==> config.mk <==
export PLATFORM = sky130hd
export DESIGN_NAME = walsh_code_despreader_flat
export DESIGN_NICKNAME = d
export VERILOG_FILES = /design/src/rtl/wcd_pkg.sv /design/src/rtl/wcd_ifs.sv /design/src/rtl/wcd_fifo.sv /design/src/rtl/wcd_front.sv /design/src/rtl/wcd_back.sv /design/src/rtl/walsh_code_despreader.sv /design/src/flat_wrapper.sv
export SDC_FILE = /design/constraint.sdc
export NUM_CORES = 1
export LEC_CHECK = 0
export BUFFER_PORTS_ARGS = -buffer_cell sky130_fd_sc_hd__buf_2
export CORE_MARGIN = 4
export CORE_UTILIZATION = 62
export DETAILED_ROUTE_END_ITERATION = 10
export PLACE_DENSITY = 0.81
export SKIP_LAST_GASP = 1
export SLEW_MARGIN = 0
export SYNTH_ARGS = -nofsm -noshare
export SYNTH_HDL_FRONTEND = slang
export SYNTH_SLANG_ARGS = --single-unit
==> constraint.sdc <==
create_clock -name clk_i -period 16.2 [get_ports clk_i]
set_input_delay 4.05 -clock clk_i [delete_from_list [all_inputs] [get_ports clk_i]]
set_output_delay 4.05 -clock clk_i [all_outputs]
set_load 0.03 [all_outputs]
==> src/rtl/wcd_pkg.sv <==
// ----------------------------------------------------------------------------
// Walsh code despreader package
// Widths, register indexes and shared types of the despreader.
// ----------------------------------------------------------------------------
package wcd_pkg;

  localparam int CHIP_W       = 8;
  localparam int SYM_W        = 8;
  localparam int SLOT_W       = 3;
  localparam int CODE_W       = 3;
  localparam int SIDX_W       = 12;
  localparam int FS_W         = 13;
  localparam int MAX_USERS    = 8;
  localparam int CODE_LEN_DEF = 8;
  localparam int FRAME_MAX    = 4096;
  localparam int FS_RESET     = 16;
  localparam int QUEUE_DEPTH  = 2;
  localparam int APB_DW       = 32;
  localparam int PADDR_W      = 3;
  localparam int REG_IDX_W    = PADDR_W - 2;

  localparam logic [REG_IDX_W-1:0] REG_FRAME_SYMBOLS = '0;

  // Per-block classification that travels with the snapshot of the sums.
  typedef struct packed {
    logic [MAX_USERS-1:0] mask;
    logic [SIDX_W-1:0]    sym_idx;
  } blk_info_t;

  function automatic int num_users(int code_len);
    return (code_len < MAX_USERS) ? code_len : MAX_USERS;
  endfunction

  function automatic int sum_width(int code_len);
    return CHIP_W + $clog2(code_len);
  endfunction

endpackage

==> src/rtl/wcd_ifs.sv <==
// ----------------------------------------------------------------------------
// Walsh code despreader stream interfaces
// Valid/ready channels for received chips and for despread symbols.
// ----------------------------------------------------------------------------
interface wcd_chip_if;
  logic                                valid;
  logic                                ready;
  logic signed [wcd_pkg::CHIP_W-1:0]   chip;

  modport source (output valid, output chip, input ready);
  modport sink   (input valid, input chip, output ready);
endinterface

interface wcd_res_if;
  logic                                valid;
  logic                                ready;
  logic        [wcd_pkg::SLOT_W-1:0]   user_slot;
  logic        [wcd_pkg::CODE_W-1:0]   user_code;
  logic signed [wcd_pkg::SYM_W-1:0]    symbol;
  logic        [wcd_pkg::SIDX_W-1:0]   symbol_index;
  logic                                last;

  modport source (output valid, output user_slot, output user_code, output symbol,
                  output symbol_index, output last, input ready);
  modport sink   (input valid, input user_slot, input user_code, input symbol,
                  input symbol_index, input last, output ready);
endinterface

==> src/rtl/wcd_fifo.sv <==
// ----------------------------------------------------------------------------
// Walsh code despreader block queue
// Small register queue between the correlator front and the symbol back.
// ----------------------------------------------------------------------------
module wcd_fifo #(
  parameter int WIDTH = 8,
  parameter int DEPTH = 2
) (
  input  logic             clk_i,
  input  logic             rst_ni,
  input  logic             push_i,
  input  logic [WIDTH-1:0] push_data_i,
  output logic             full_o,
  input  logic             pop_i,
  output logic [WIDTH-1:0] pop_data_o,
  output logic             empty_o
);

  localparam int PTR_W = (DEPTH > 1) ? $clog2(DEPTH) : 1;
  localparam int CNT_W = $clog2(DEPTH + 1);

  logic [WIDTH-1:0] store_q [DEPTH];
  logic [PTR_W-1:0] wr_ptr_q, wr_ptr_d;
  logic [PTR_W-1:0] rd_ptr_q, rd_ptr_d;
  logic [CNT_W-1:0] count_q, count_d;
  logic             do_push, do_pop;

  assign full_o     = (count_q == CNT_W'(DEPTH));
  assign empty_o    = (count_q == '0);
  assign do_push    = push_i && !full_o;
  assign do_pop     = pop_i && !empty_o;
  assign pop_data_o = store_q[rd_ptr_q];

  always_comb begin
    wr_ptr_d = wr_ptr_q;
    rd_ptr_d = rd_ptr_q;
    count_d  = count_q;
    if (do_push) begin
      wr_ptr_d = (wr_ptr_q == PTR_W'(DEPTH - 1)) ? '0 : wr_ptr_q + PTR_W'(1);
    end
    if (do_pop) begin
      rd_ptr_d = (rd_ptr_q == PTR_W'(DEPTH - 1)) ? '0 : rd_ptr_q + PTR_W'(1);
    end
    if (do_push && !do_pop) begin
      count_d = count_q + CNT_W'(1);
    end else if (do_pop && !do_push) begin
      count_d = count_q - CNT_W'(1);
    end
  end

  always_ff @(posedge clk_i or negedge rst_ni) begin
    if (!rst_ni) begin
      wr_ptr_q <= '0;
      rd_ptr_q <= '0;
      count_q  <= '0;
    end else begin
      wr_ptr_q <= wr_ptr_d;
      rd_ptr_q <= rd_ptr_d;
      count_q  <= count_d;
    end
  end

  always_ff @(posedge clk_i) begin
    if (do_push) begin
      store_q[wr_ptr_q] <= push_data_i;
    end
  end

endmodule

==> src/rtl/wcd_front.sv <==
// ----------------------------------------------------------------------------
// Walsh code despreader front end
// Accepts chips, runs one correlator lane per user code and, at the end of
// each chip block, classifies the active users and hands the sums on.
// ----------------------------------------------------------------------------
module wcd_front #(
  parameter int CODE_LEN  = wcd_pkg::CODE_LEN_DEF,
  parameter int NUM_USERS = wcd_pkg::num_users(CODE_LEN),
  parameter int SUM_W     = wcd_pkg::sum_width(CODE_LEN)
) (
  input  logic                              clk_i,
  input  logic                              rst_ni,
  wcd_chip_if.sink                          in_i,
  input  logic [wcd_pkg::FS_W-1:0]          frame_symbols_i,
  output logic                              blk_valid_o,
  input  logic                              blk_ready_i,
  output logic [NUM_USERS-1:0][SUM_W-1:0]   blk_sums_o,
  output wcd_pkg::blk_info_t                blk_info_o
);

  localparam int CP_W  = $clog2(CODE_LEN);
  localparam int PAR_W = CP_W + wcd_pkg::CODE_W;
  localparam logic signed [SUM_W-1:0] LEN_S = SUM_W'(CODE_LEN);

  logic signed [SUM_W-1:0]            sums_q [NUM_USERS];
  logic signed [SUM_W-1:0]            sums_nxt [NUM_USERS];
  logic        [CP_W-1:0]             chip_pos_q;
  logic        [wcd_pkg::SIDX_W-1:0]  sym_pos_q, sym_pos_d;
  logic        [wcd_pkg::MAX_USERS-1:0] act_q, act_new, nz_mask;
  logic signed [SUM_W-1:0]            chip_ext;
  logic                               last_chip;
  logic                               take;
  logic        [wcd_pkg::FS_W-1:0]    frame_len;
  logic        [wcd_pkg::FS_W-1:0]    sym_pos_inc;

  assign chip_ext  = SUM_W'(in_i.chip);
  assign last_chip = (chip_pos_q == CP_W'(CODE_LEN - 1));
  assign in_i.ready = !(last_chip && !blk_ready_i);
  assign take      = in_i.valid && in_i.ready;

  // One add/subtract lane per user code; the sign follows the Hadamard row.
  for (genvar g = 0; g < wcd_pkg::MAX_USERS; g++) begin : g_lane
    if (g < NUM_USERS) begin : g_used
      logic [PAR_W-1:0] row_bits;
      logic             minus;
      assign row_bits    = PAR_W'(g) & PAR_W'(chip_pos_q);
      assign minus       = ^row_bits;
      assign sums_nxt[g] = minus ? (sums_q[g] - chip_ext) : (sums_q[g] + chip_ext);
      assign nz_mask[g]  = (sums_nxt[g] >= LEN_S) || (sums_nxt[g] <= -LEN_S);
      assign blk_sums_o[g] = sums_nxt[g];
    end else begin : g_unused
      assign nz_mask[g] = 1'b0;
    end
  end

  // The first block of a frame decides the active set for the whole frame.
  assign act_new = (sym_pos_q == '0) ? nz_mask : act_q;

  always_comb begin
    if (frame_symbols_i == '0) begin
      frame_len = wcd_pkg::FS_W'(1);
    end else if (frame_symbols_i > wcd_pkg::FS_W'(wcd_pkg::FRAME_MAX)) begin
      frame_len = wcd_pkg::FS_W'(wcd_pkg::FRAME_MAX);
    end else begin
      frame_len = frame_symbols_i;
    end
    sym_pos_inc = wcd_pkg::FS_W'(sym_pos_q) + wcd_pkg::FS_W'(1);
    sym_pos_d   = (sym_pos_inc >= frame_len) ? '0 : sym_pos_inc[wcd_pkg::SIDX_W-1:0];
  end

  assign blk_valid_o        = take && last_chip && (act_new != '0);
  assign blk_info_o.mask    = act_new;
  assign blk_info_o.sym_idx = sym_pos_q;

  always_ff @(posedge clk_i or negedge rst_ni) begin
    if (!rst_ni) begin
      chip_pos_q <= '0;
      sym_pos_q  <= '0;
      act_q      <= '0;
      for (int i = 0; i < NUM_USERS; i++) begin
        sums_q[i] <= '0;
      end
    end else if (take) begin
      if (last_chip) begin
        chip_pos_q <= '0;
        sym_pos_q  <= sym_pos_d;
        act_q      <= act_new;
        for (int i = 0; i < NUM_USERS; i++) begin
          sums_q[i] <= '0;
        end
      end else begin
        chip_pos_q <= chip_pos_q + CP_W'(1);
        for (int i = 0; i < NUM_USERS; i++) begin
          sums_q[i] <= sums_nxt[i];
        end
      end
    end
  end

endmodule

==> src/rtl/wcd_back.sv <==
// ----------------------------------------------------------------------------
// Walsh code despreader back end
// Walks the active users of each queued block, divides each sum by the code
// length and saturates it, and presents one symbol word per cycle unless stalled.
// ----------------------------------------------------------------------------
module wcd_back #(
  parameter int CODE_LEN  = wcd_pkg::CODE_LEN_DEF,
  parameter int NUM_USERS = wcd_pkg::num_users(CODE_LEN),
  parameter int SUM_W     = wcd_pkg::sum_width(CODE_LEN)
) (
  input  logic                              clk_i,
  input  logic                              rst_ni,
  input  logic                              head_valid_i,
  input  logic [NUM_USERS-1:0][SUM_W-1:0]   head_sums_i,
  input  wcd_pkg::blk_info_t                head_info_i,
  output logic                              pop_o,
  wcd_res_if.source                         res_o
);

  // Division by the code length is a multiply by a rounded-up reciprocal,
  // exact for every magnitude that fits in SUM_W bits.
  localparam int SHIFT   = SUM_W + $clog2(CODE_LEN);
  localparam int RECIP_W = SHIFT + 1;
  localparam int unsigned RECIP = ((32'd1 << SHIFT) + CODE_LEN - 1) / CODE_LEN;
  localparam logic [RECIP_W-1:0] RECIP_C = RECIP_W'(RECIP);
  localparam int PROD_W  = SUM_W + RECIP_W;
  localparam int MAG_W   = wcd_pkg::SYM_W + 1;
  localparam logic [MAG_W-1:0] NEG_LIM = MAG_W'(1) << (wcd_pkg::SYM_W - 1);
  localparam logic [MAG_W-1:0] POS_LIM = NEG_LIM - MAG_W'(1);
  localparam int MU = wcd_pkg::MAX_USERS;

  logic [MU-1:0]                 rem_q, sel_mask, pick_bit, rem_nxt;
  logic                          started_q;
  logic [wcd_pkg::SLOT_W-1:0]    slot_q;
  logic [wcd_pkg::CODE_W-1:0]    pick;
  logic                          pick_last;
  logic signed [SUM_W-1:0]       sel_sum;
  logic                          sel_neg;
  logic [SUM_W-1:0]              sel_mag;
  logic [PROD_W-1:0]             prod;
  logic                          issue, adv1, adv2;

  logic                          v1_q;
  logic [PROD_W-1:0]             prod_q;
  logic                          neg1_q, last1_q;
  logic [wcd_pkg::CODE_W-1:0]    code1_q;
  logic [wcd_pkg::SLOT_W-1:0]    slot1_q;
  logic [wcd_pkg::SIDX_W-1:0]    sidx1_q;

  logic                          ov_q;
  logic [wcd_pkg::SLOT_W-1:0]    slot2_q;
  logic [wcd_pkg::CODE_W-1:0]    code2_q;
  logic signed [wcd_pkg::SYM_W-1:0] sym2_q, sym_d;
  logic [wcd_pkg::SIDX_W-1:0]    sidx2_q;
  logic                          last2_q;
  logic [MAG_W-1:0]              qmag, qneg;

  assign adv2  = !ov_q || res_o.ready;
  assign adv1  = !v1_q || adv2;
  assign issue = head_valid_i && adv1;

  assign sel_mask = started_q ? rem_q : head_info_i.mask;

  // Lowest remaining active user goes next.
  always_comb begin
    pick = '0;
    for (int i = NUM_USERS - 1; i >= 0; i--) begin
      if (sel_mask[i]) begin
        pick = wcd_pkg::CODE_W'(i);
      end
    end
  end

  assign pick_bit  = MU'(1) << pick;
  assign rem_nxt   = sel_mask & ~pick_bit;
  assign pick_last = (rem_nxt == '0);
  assign pop_o     = issue && pick_last;

  always_comb begin
    sel_sum = '0;
    for (int i = 0; i < NUM_USERS; i++) begin
      if (pick == wcd_pkg::CODE_W'(i)) begin
        sel_sum = head_sums_i[i];
      end
    end
  end

  assign sel_neg = sel_sum[SUM_W-1];
  assign sel_mag = sel_neg ? (~sel_sum + SUM_W'(1)) : sel_sum;
  assign prod    = PROD_W'(sel_mag) * PROD_W'(RECIP_C);

  // Quotient magnitude, then sign and saturation to the symbol range.
  assign qmag = prod_q[SHIFT +: MAG_W];
  assign qneg = ~qmag + MAG_W'(1);

  always_comb begin
    if (neg1_q) begin
      sym_d = (qmag > NEG_LIM) ? wcd_pkg::SYM_W'(NEG_LIM) : qneg[wcd_pkg::SYM_W-1:0];
    end else begin
      sym_d = (qmag > POS_LIM) ? POS_LIM[wcd_pkg::SYM_W-1:0] : qmag[wcd_pkg::SYM_W-1:0];
    end
  end

  always_ff @(posedge clk_i or negedge rst_ni) begin
    if (!rst_ni) begin
      started_q <= 1'b0;
      rem_q     <= '0;
      slot_q    <= '0;
      v1_q      <= 1'b0;
      ov_q      <= 1'b0;
    end else begin
      if (issue) begin
        if (pick_last) begin
          started_q <= 1'b0;
          slot_q    <= '0;
        end else begin
          started_q <= 1'b1;
          rem_q     <= rem_nxt;
          slot_q    <= slot_q + wcd_pkg::SLOT_W'(1);
        end
      end
      if (adv1) begin
        v1_q <= issue;
      end
      if (adv2) begin
        ov_q <= v1_q;
      end
    end
  end

  always_ff @(posedge clk_i) begin
    if (issue) begin
      prod_q  <= prod;
      neg1_q  <= sel_neg;
      code1_q <= pick;
      slot1_q <= slot_q;
      sidx1_q <= head_info_i.sym_idx;
      last1_q <= pick_last;
    end
    if (adv2 && v1_q) begin
      slot2_q <= slot1_q;
      code2_q <= code1_q;
      sym2_q  <= sym_d;
      sidx2_q <= sidx1_q;
      last2_q <= last1_q;
    end
  end

  assign res_o.valid        = ov_q;
  assign res_o.user_slot    = slot2_q;
  assign res_o.user_code    = code2_q;
  assign res_o.symbol       = sym2_q;
  assign res_o.symbol_index = sidx2_q;
  assign res_o.last         = last2_q;

endmodule

==> src/rtl/walsh_code_despreader.sv <==
// ----------------------------------------------------------------------------
// Walsh code despreader
// CDMA despreader correlating chip blocks against Sylvester Hadamard rows.
// ----------------------------------------------------------------------------
// Usage: received chips enter on in_i, one signed 8-bit chip per word. Every
// CODE_LEN chips form a block that is correlated with Hadamard rows 0 up to
// min(CODE_LEN, 8) - 1. The first block of a frame selects the active users,
// those whose symbol is non-zero; every block of the frame, the first one too,
// yields one symbol word on res_o for every active user, in rising code order,
// with the last word of the block flagged. A block with no active user yields
// nothing. The frame length in symbols is set over APB at address 0; the user
// must see it written only while the block is idle; the block does not check.
// Flow: the first symbol word of a block passes the block queue, the product
// register and the output register; the others follow one per cycle while
// the receiver takes them. The front takes one chip per cycle when not stalled;
// the back emits one word per cycle while the receiver does not hold off,
// limited by its single reciprocal multiplier. A two-entry block queue lets
// the two sides run apart; the front stalls on a block's last chip only when the
// queue is full. When the receiver holds off, the output word stays put.
// Reset clears the sums, the positions, the active set and all valid flags,
// and sets the frame length to 16 symbols.
// ----------------------------------------------------------------------------
module walsh_code_despreader #(
  parameter int CODE_LEN = wcd_pkg::CODE_LEN_DEF
) (
  input  logic                          clk_i,
  input  logic                          rst_ni,
  wcd_chip_if.sink                      in_i,
  wcd_res_if.source                     res_o,
  input  logic                          psel,
  input  logic                          penable,
  input  logic                          pwrite,
  input  logic [wcd_pkg::PADDR_W-1:0]   paddr,
  input  logic [wcd_pkg::APB_DW-1:0]    pwdata,
  output logic [wcd_pkg::APB_DW-1:0]    prdata,
  output logic                          pready
);

  localparam int NUM_USERS = wcd_pkg::num_users(CODE_LEN);
  localparam int SUM_W     = wcd_pkg::sum_width(CODE_LEN);
  localparam int SNAP_W    = NUM_USERS * SUM_W;
  localparam int ENTRY_W   = SNAP_W + $bits(wcd_pkg::blk_info_t);

  logic [wcd_pkg::FS_W-1:0]            frame_symbols_q;
  logic                                cfg_wr;
  logic                                blk_valid, q_full, q_empty, q_pop;
  logic [NUM_USERS-1:0][SUM_W-1:0]     blk_sums, head_sums;
  wcd_pkg::blk_info_t                  blk_info, head_info;
  logic [ENTRY_W-1:0]                  push_data, head_data;

  // Configuration: a single frame length register; other addresses ignore
  // writes and read as zero.
  assign pready = 1'b1;
  assign cfg_wr = psel && penable && pwrite && pready &&
                  (paddr[wcd_pkg::PADDR_W-1:2] == wcd_pkg::REG_FRAME_SYMBOLS);
  assign prdata = (paddr[wcd_pkg::PADDR_W-1:2] == wcd_pkg::REG_FRAME_SYMBOLS) ?
                  wcd_pkg::APB_DW'(frame_symbols_q) : '0;

  always_ff @(posedge clk_i or negedge rst_ni) begin
    if (!rst_ni) begin
      frame_symbols_q <= wcd_pkg::FS_W'(wcd_pkg::FS_RESET);
    end else if (cfg_wr) begin
      frame_symbols_q <= pwdata[wcd_pkg::FS_W-1:0];
    end
  end

  wcd_front #(
    .CODE_LEN  (CODE_LEN),
    .NUM_USERS (NUM_USERS),
    .SUM_W     (SUM_W)
  ) u_front (
    .clk_i           (clk_i),
    .rst_ni          (rst_ni),
    .in_i            (in_i),
    .frame_symbols_i (frame_symbols_q),
    .blk_valid_o     (blk_valid),
    .blk_ready_i     (!q_full),
    .blk_sums_o      (blk_sums),
    .blk_info_o      (blk_info)
  );

  // Each queue entry holds the final sums of one block, its active set and its symbol index.
  assign push_data = {blk_info, blk_sums};
  assign head_sums = head_data[SNAP_W-1:0];
  assign head_info = head_data[ENTRY_W-1:SNAP_W];

  wcd_fifo #(
    .WIDTH (ENTRY_W),
    .DEPTH (wcd_pkg::QUEUE_DEPTH)
  ) u_queue (
    .clk_i       (clk_i),
    .rst_ni      (rst_ni),
    .push_i      (blk_valid),
    .push_data_i (push_data),
    .full_o      (q_full),
    .pop_i       (q_pop),
    .pop_data_o  (head_data),
    .empty_o     (q_empty)
  );

  wcd_back #(
    .CODE_LEN  (CODE_LEN),
    .NUM_USERS (NUM_USERS),
    .SUM_W     (SUM_W)
  ) u_back (
    .clk_i        (clk_i),
    .rst_ni       (rst_ni),
    .head_valid_i (!q_empty),
    .head_sums_i  (head_sums),
    .head_info_i  (head_info),
    .pop_o        (q_pop),
    .res_o        (res_o)
  );

endmodule

==> src/flat_wrapper.sv <==
// flat-port wrapper written by rule: the top's interface ports become plain ports
module walsh_code_despreader_flat 
#(
  parameter int CODE_LEN = wcd_pkg::CODE_LEN_DEF
)
  (clk_i, rst_ni, psel, penable, pwrite, paddr, pwdata, prdata, pready, in_i_valid, in_i_chip, in_i_ready, res_o_valid, res_o_user_slot, res_o_user_code, res_o_symbol, res_o_symbol_index, res_o_last, res_o_ready);
  wcd_chip_if in_i_i ();
  wcd_res_if res_o_i ();
  input  logic clk_i;
  input  logic rst_ni;
  input  logic psel;
  input  logic penable;
  input  logic pwrite;
  input  logic [wcd_pkg::PADDR_W-1:0] paddr;
  input  logic [wcd_pkg::APB_DW-1:0] pwdata;
  output logic [wcd_pkg::APB_DW-1:0] prdata;
  output logic pready;
  input wire logic [$bits(in_i_i.valid)-1:0] in_i_valid;
  input wire logic [$bits(in_i_i.chip)-1:0] in_i_chip;
  output wire logic [$bits(in_i_i.ready)-1:0] in_i_ready;
  output wire logic [$bits(res_o_i.valid)-1:0] res_o_valid;
  output wire logic [$bits(res_o_i.user_slot)-1:0] res_o_user_slot;
  output wire logic [$bits(res_o_i.user_code)-1:0] res_o_user_code;
  output wire logic [$bits(res_o_i.symbol)-1:0] res_o_symbol;
  output wire logic [$bits(res_o_i.symbol_index)-1:0] res_o_symbol_index;
  output wire logic [$bits(res_o_i.last)-1:0] res_o_last;
  input wire logic [$bits(res_o_i.ready)-1:0] res_o_ready;
  assign in_i_i.valid = in_i_valid;
  assign in_i_i.chip = in_i_chip;
  assign in_i_ready = in_i_i.ready;
  assign res_o_valid = res_o_i.valid;
  assign res_o_user_slot = res_o_i.user_slot;
  assign res_o_user_code = res_o_i.user_code;
  assign res_o_symbol = res_o_i.symbol;
  assign res_o_symbol_index = res_o_i.symbol_index;
  assign res_o_last = res_o_i.last;
  assign res_o_i.ready = res_o_ready;
  walsh_code_despreader #(.CODE_LEN(CODE_LEN)) u_core (.clk_i(clk_i), .rst_ni(rst_ni), .in_i(in_i_i), .res_o(res_o_i), .psel(psel), .penable(penable), .pwrite(pwrite), .paddr(paddr), .pwdata(pwdata), .prdata(prdata), .pready(pready));
endmodule
==> results.txt <==
Mapped Area: 21900 µm²
startpoint types: input pin
Synth Area in Compound Gates: 0.136
min-delay src: u_core.u_back.slot1_q[0]
reg2reg setup slack: 9.31 ns
Yosys Warn Count: 0
Post-synth EDFFs: 271
RSZ-0062 raised after global routing: false
Clock Sinks: 413
post-cts resize count: 0
TritonCTS Buffers: 43
initial antenna violation count: 1
Slew @ Worst Pin: 1.16 ns
Hold Crit Depth: 0
status: completed
Setup Buffers After CTS: 0
CP required: 16.37 ns
Max Cap Violations: 0
detailed placement HPWL: 37.5 mm
drt initial violations: 1619
drt total wl: 55.2 mm
crit path cell chain: buf_2 > inv_1 > ha_1 > nor3b_2 > buf_4 > a21oi_1 > mux2i_1 > ha_1 > nor2_1 > inv_1 > a21oi_1 > a21oi_1 > xnor2_1 > nor3_1 > a211oi_1 > or4_1 > nor3_1 > nor3_2 > buf_4 > buf_4
crit path max fanout: 64
adder-cell share of the synthesized area: 0.0651
worst reg2reg endpoint: u_core.u_queue.store_q[1][66]
Crit path arrival time: 10.83 ns
Rows: 68
Hold Vio Cnt, Final: 0
ANT nets after route: 0
fill cell count: 2416
most frequent cells in the layout: edfxtp_1, dfrtp_1, nand2_1
hold endpoint: u_core.u_back.res_o.user_slot[0]
root buf cell: clkbuf_16
Worst Slack Setup Final: 5.54 ns
synthesized instance count: 1888
RD Place Congestion: 0.989
Setup TNS: 0 ns
gr ovfl total: 0
drt first pass iters: 6
register area share after synthesis: 0.534
Max Transition Viols Final: 0
vias in the first global route: 15300
layout cells sized above 1: 0.132
post-synthesis mux area share: 0.0606
Area Overhead vs Synth: 9.97%
crit path max-delay cell type: a21oi_1
most common cell after layout, fill and taps aside: edfxtp_1
Synth cell types: 99
DP Worst Slack: 5.24 ns
worst r2r src: u_core.u_front.chip_pos_q[0]
CTS tree: yes
I/O pin count: 112
Top FF cell, synth: edfxtp_1
type of the worst setup path: in -> reg
Core ar.: 34700 µm²
Die ar.: 38400 µm²
H-tree levels: 2
main combinational cell family by area after synthesis: compound AO/OA/AOI/OAI gates
vias per cell: 6.50
crit end category: flip-flop
CTS max path bufs: 3
fmax: 93.8 MHz
reg2reg path depth: 17
placed instance count: 2368
clock period minus worst slack: 10.66 ns
clk_skew: 0.0188 ns
async set-reset flop share out of synthesis: 0.344
Tcrit/Tclk final: 0.658
Die W: 196 µm
wire length of the first global-routing pass: 85.1 mm
Hold Buf Count CTS: 0
latest clock arrival within the worst-skew pair: 0.55 ns
headroom to the max-slew limit: 0.224
Setup-failing EPs final: 0
Post-Synth Simple-Gate Area: 0.120
nets@finish: 2117
max incr delay on CP: 0.88 ns
die height: 196 µm
wire per inst: 22.5 µm
residual DRC count: 0
Initial Util: 0.630
IO Port Bufs: 70
largest net degree at the start of global routing: 79
Reg clk slew, reported paths: 0.06 ns
Mean Syn Cell Area: 11.6 µm²
Yosys reg bits: 413
# diodes: 0
fin cells: 2448
vias post-DR: 15900
Hold WC Path Type: reg -> reg
GRT Total Usage: 0.281
post-synthesis xor/xnor area fraction: 0.0479
Final Util: 0.693
-- worst max path at each step --
stage | cells past startpoint | start | to
floorplan | 19 | in_i_chip[2] | u_core.u_queue.store_q[0][0]
global placement | 20 | in_i_chip[1] | u_core.u_queue.store_q[1][44]
detailed placement | 20 | in_i_chip[1] | u_core.u_queue.store_q[1][45]
CTS | 20 | in_i_chip[1] | u_core.u_queue.store_q[1][45]
global route | 20 | in_i_chip[0] | u_core.u_queue.store_q[1][66]
finish | 20 | in_i_chip[0] | u_core.u_queue.store_q[1][66]
-- synthesized netlist by cell type (all sizes together), types with 28 or more instances --
cell type,number,share of area
o21ai,96,0.022
mux2,56,0.029
dfrtp,141,0.16
edfxtp,271,0.37
xor2,38,0.015
nor2,134,0.023
nand2,140,0.024
xnor2,79,0.032
mux2i,57,0.027
a21oi,75,0.017
ha,101,0.058
clkbuf,45,0.0077
a22o,57,0.023
buf,47,0.014
nor2b,28,0.0080
nand3,39,0.0089
inv,80,0.014
nor3,50,0.012
o21a,29,0.010
-- stage by stage --
stage          cell area, µm²  hold slack [ns]
6_report                24100            0.417
3_3_place_gp            22700            0.401
2_1_floorplan           21900            0.400
4_1_cts                 24100            0.420
5_1_grt                 24100            0.426
3_5_place_dp            22700            0.405
-- cell type report --
type / count / area [µm²] / share of cell area
clock buffer: 67 / 1260 / 0.0523
clock inverter: 13 / 136 / 0.00567
inverter: 81 / 304 / 0.0126
multi-input combinational: 1320 / 9520 / 0.396
sequential: 413 / 11700 / 0.486
tap: 455 / 569 / 0.0237
timing repair buffer: 99 / 574 / 0.0239
-- logic make-up after synthesis --
logic type	Yosys count
xor gates and xnor gates	118
adders and majority gates	109
muxes	118
AOI/OAI and AO/OA	428
DFF	413
buffers and inverters	173
other	2
and+or+nand+nor	527
-- registers in the layout (all words and copies together), names as in the netlist, 2 cells and up --
signal / count
u_core.frame_symbols_q: 13
u_core.u_back.code1_q: 3
u_core.u_back.prod_q: 8
u_core.u_back.rem_q: 8
u_core.u_back.res_o.symbol: 8
u_core.u_back.res_o.symbol_index: 12
u_core.u_back.res_o.user_code: 3
u_core.u_back.res_o.user_slot: 3
u_core.u_back.sidx1_q: 12
u_core.u_back.slot1_q: 3
u_core.u_back.slot_q: 3
u_core.u_front.act_q: 8
u_core.u_front.chip_pos_q: 3
u_core.u_front.sums_q: 88
u_core.u_front.sym_pos_q: 12
u_core.u_queue.count_q: 2
u_core.u_queue.store_q: 216
-- metal layers --
metal / vias up / share of wire / global-route usage
met5: - / 0 / 0
met4: 0 / 0.046 / 0.113
met3: 171 / 0.092 / 0.0459
met2: 853 / 0.47 / 0.459
met1: 7743 / 0.39 / 0.382
li1: 7147 / - / -
-- worst max-delay path: cells and delay by family --
kind	cells	cell delay, ns
adders and majority gates	2	0.83
muxes	1	0.25
buffers and inverters	6	2.08
xor gates and xnor gates	1	0.43
AOI/OAI and AO/OA	4	1.98
and+or+nand+nor	6	1.12
Power is not shown: default switching activity piles up to over one toggle a cycle in this logic, so the estimate is an artifact.
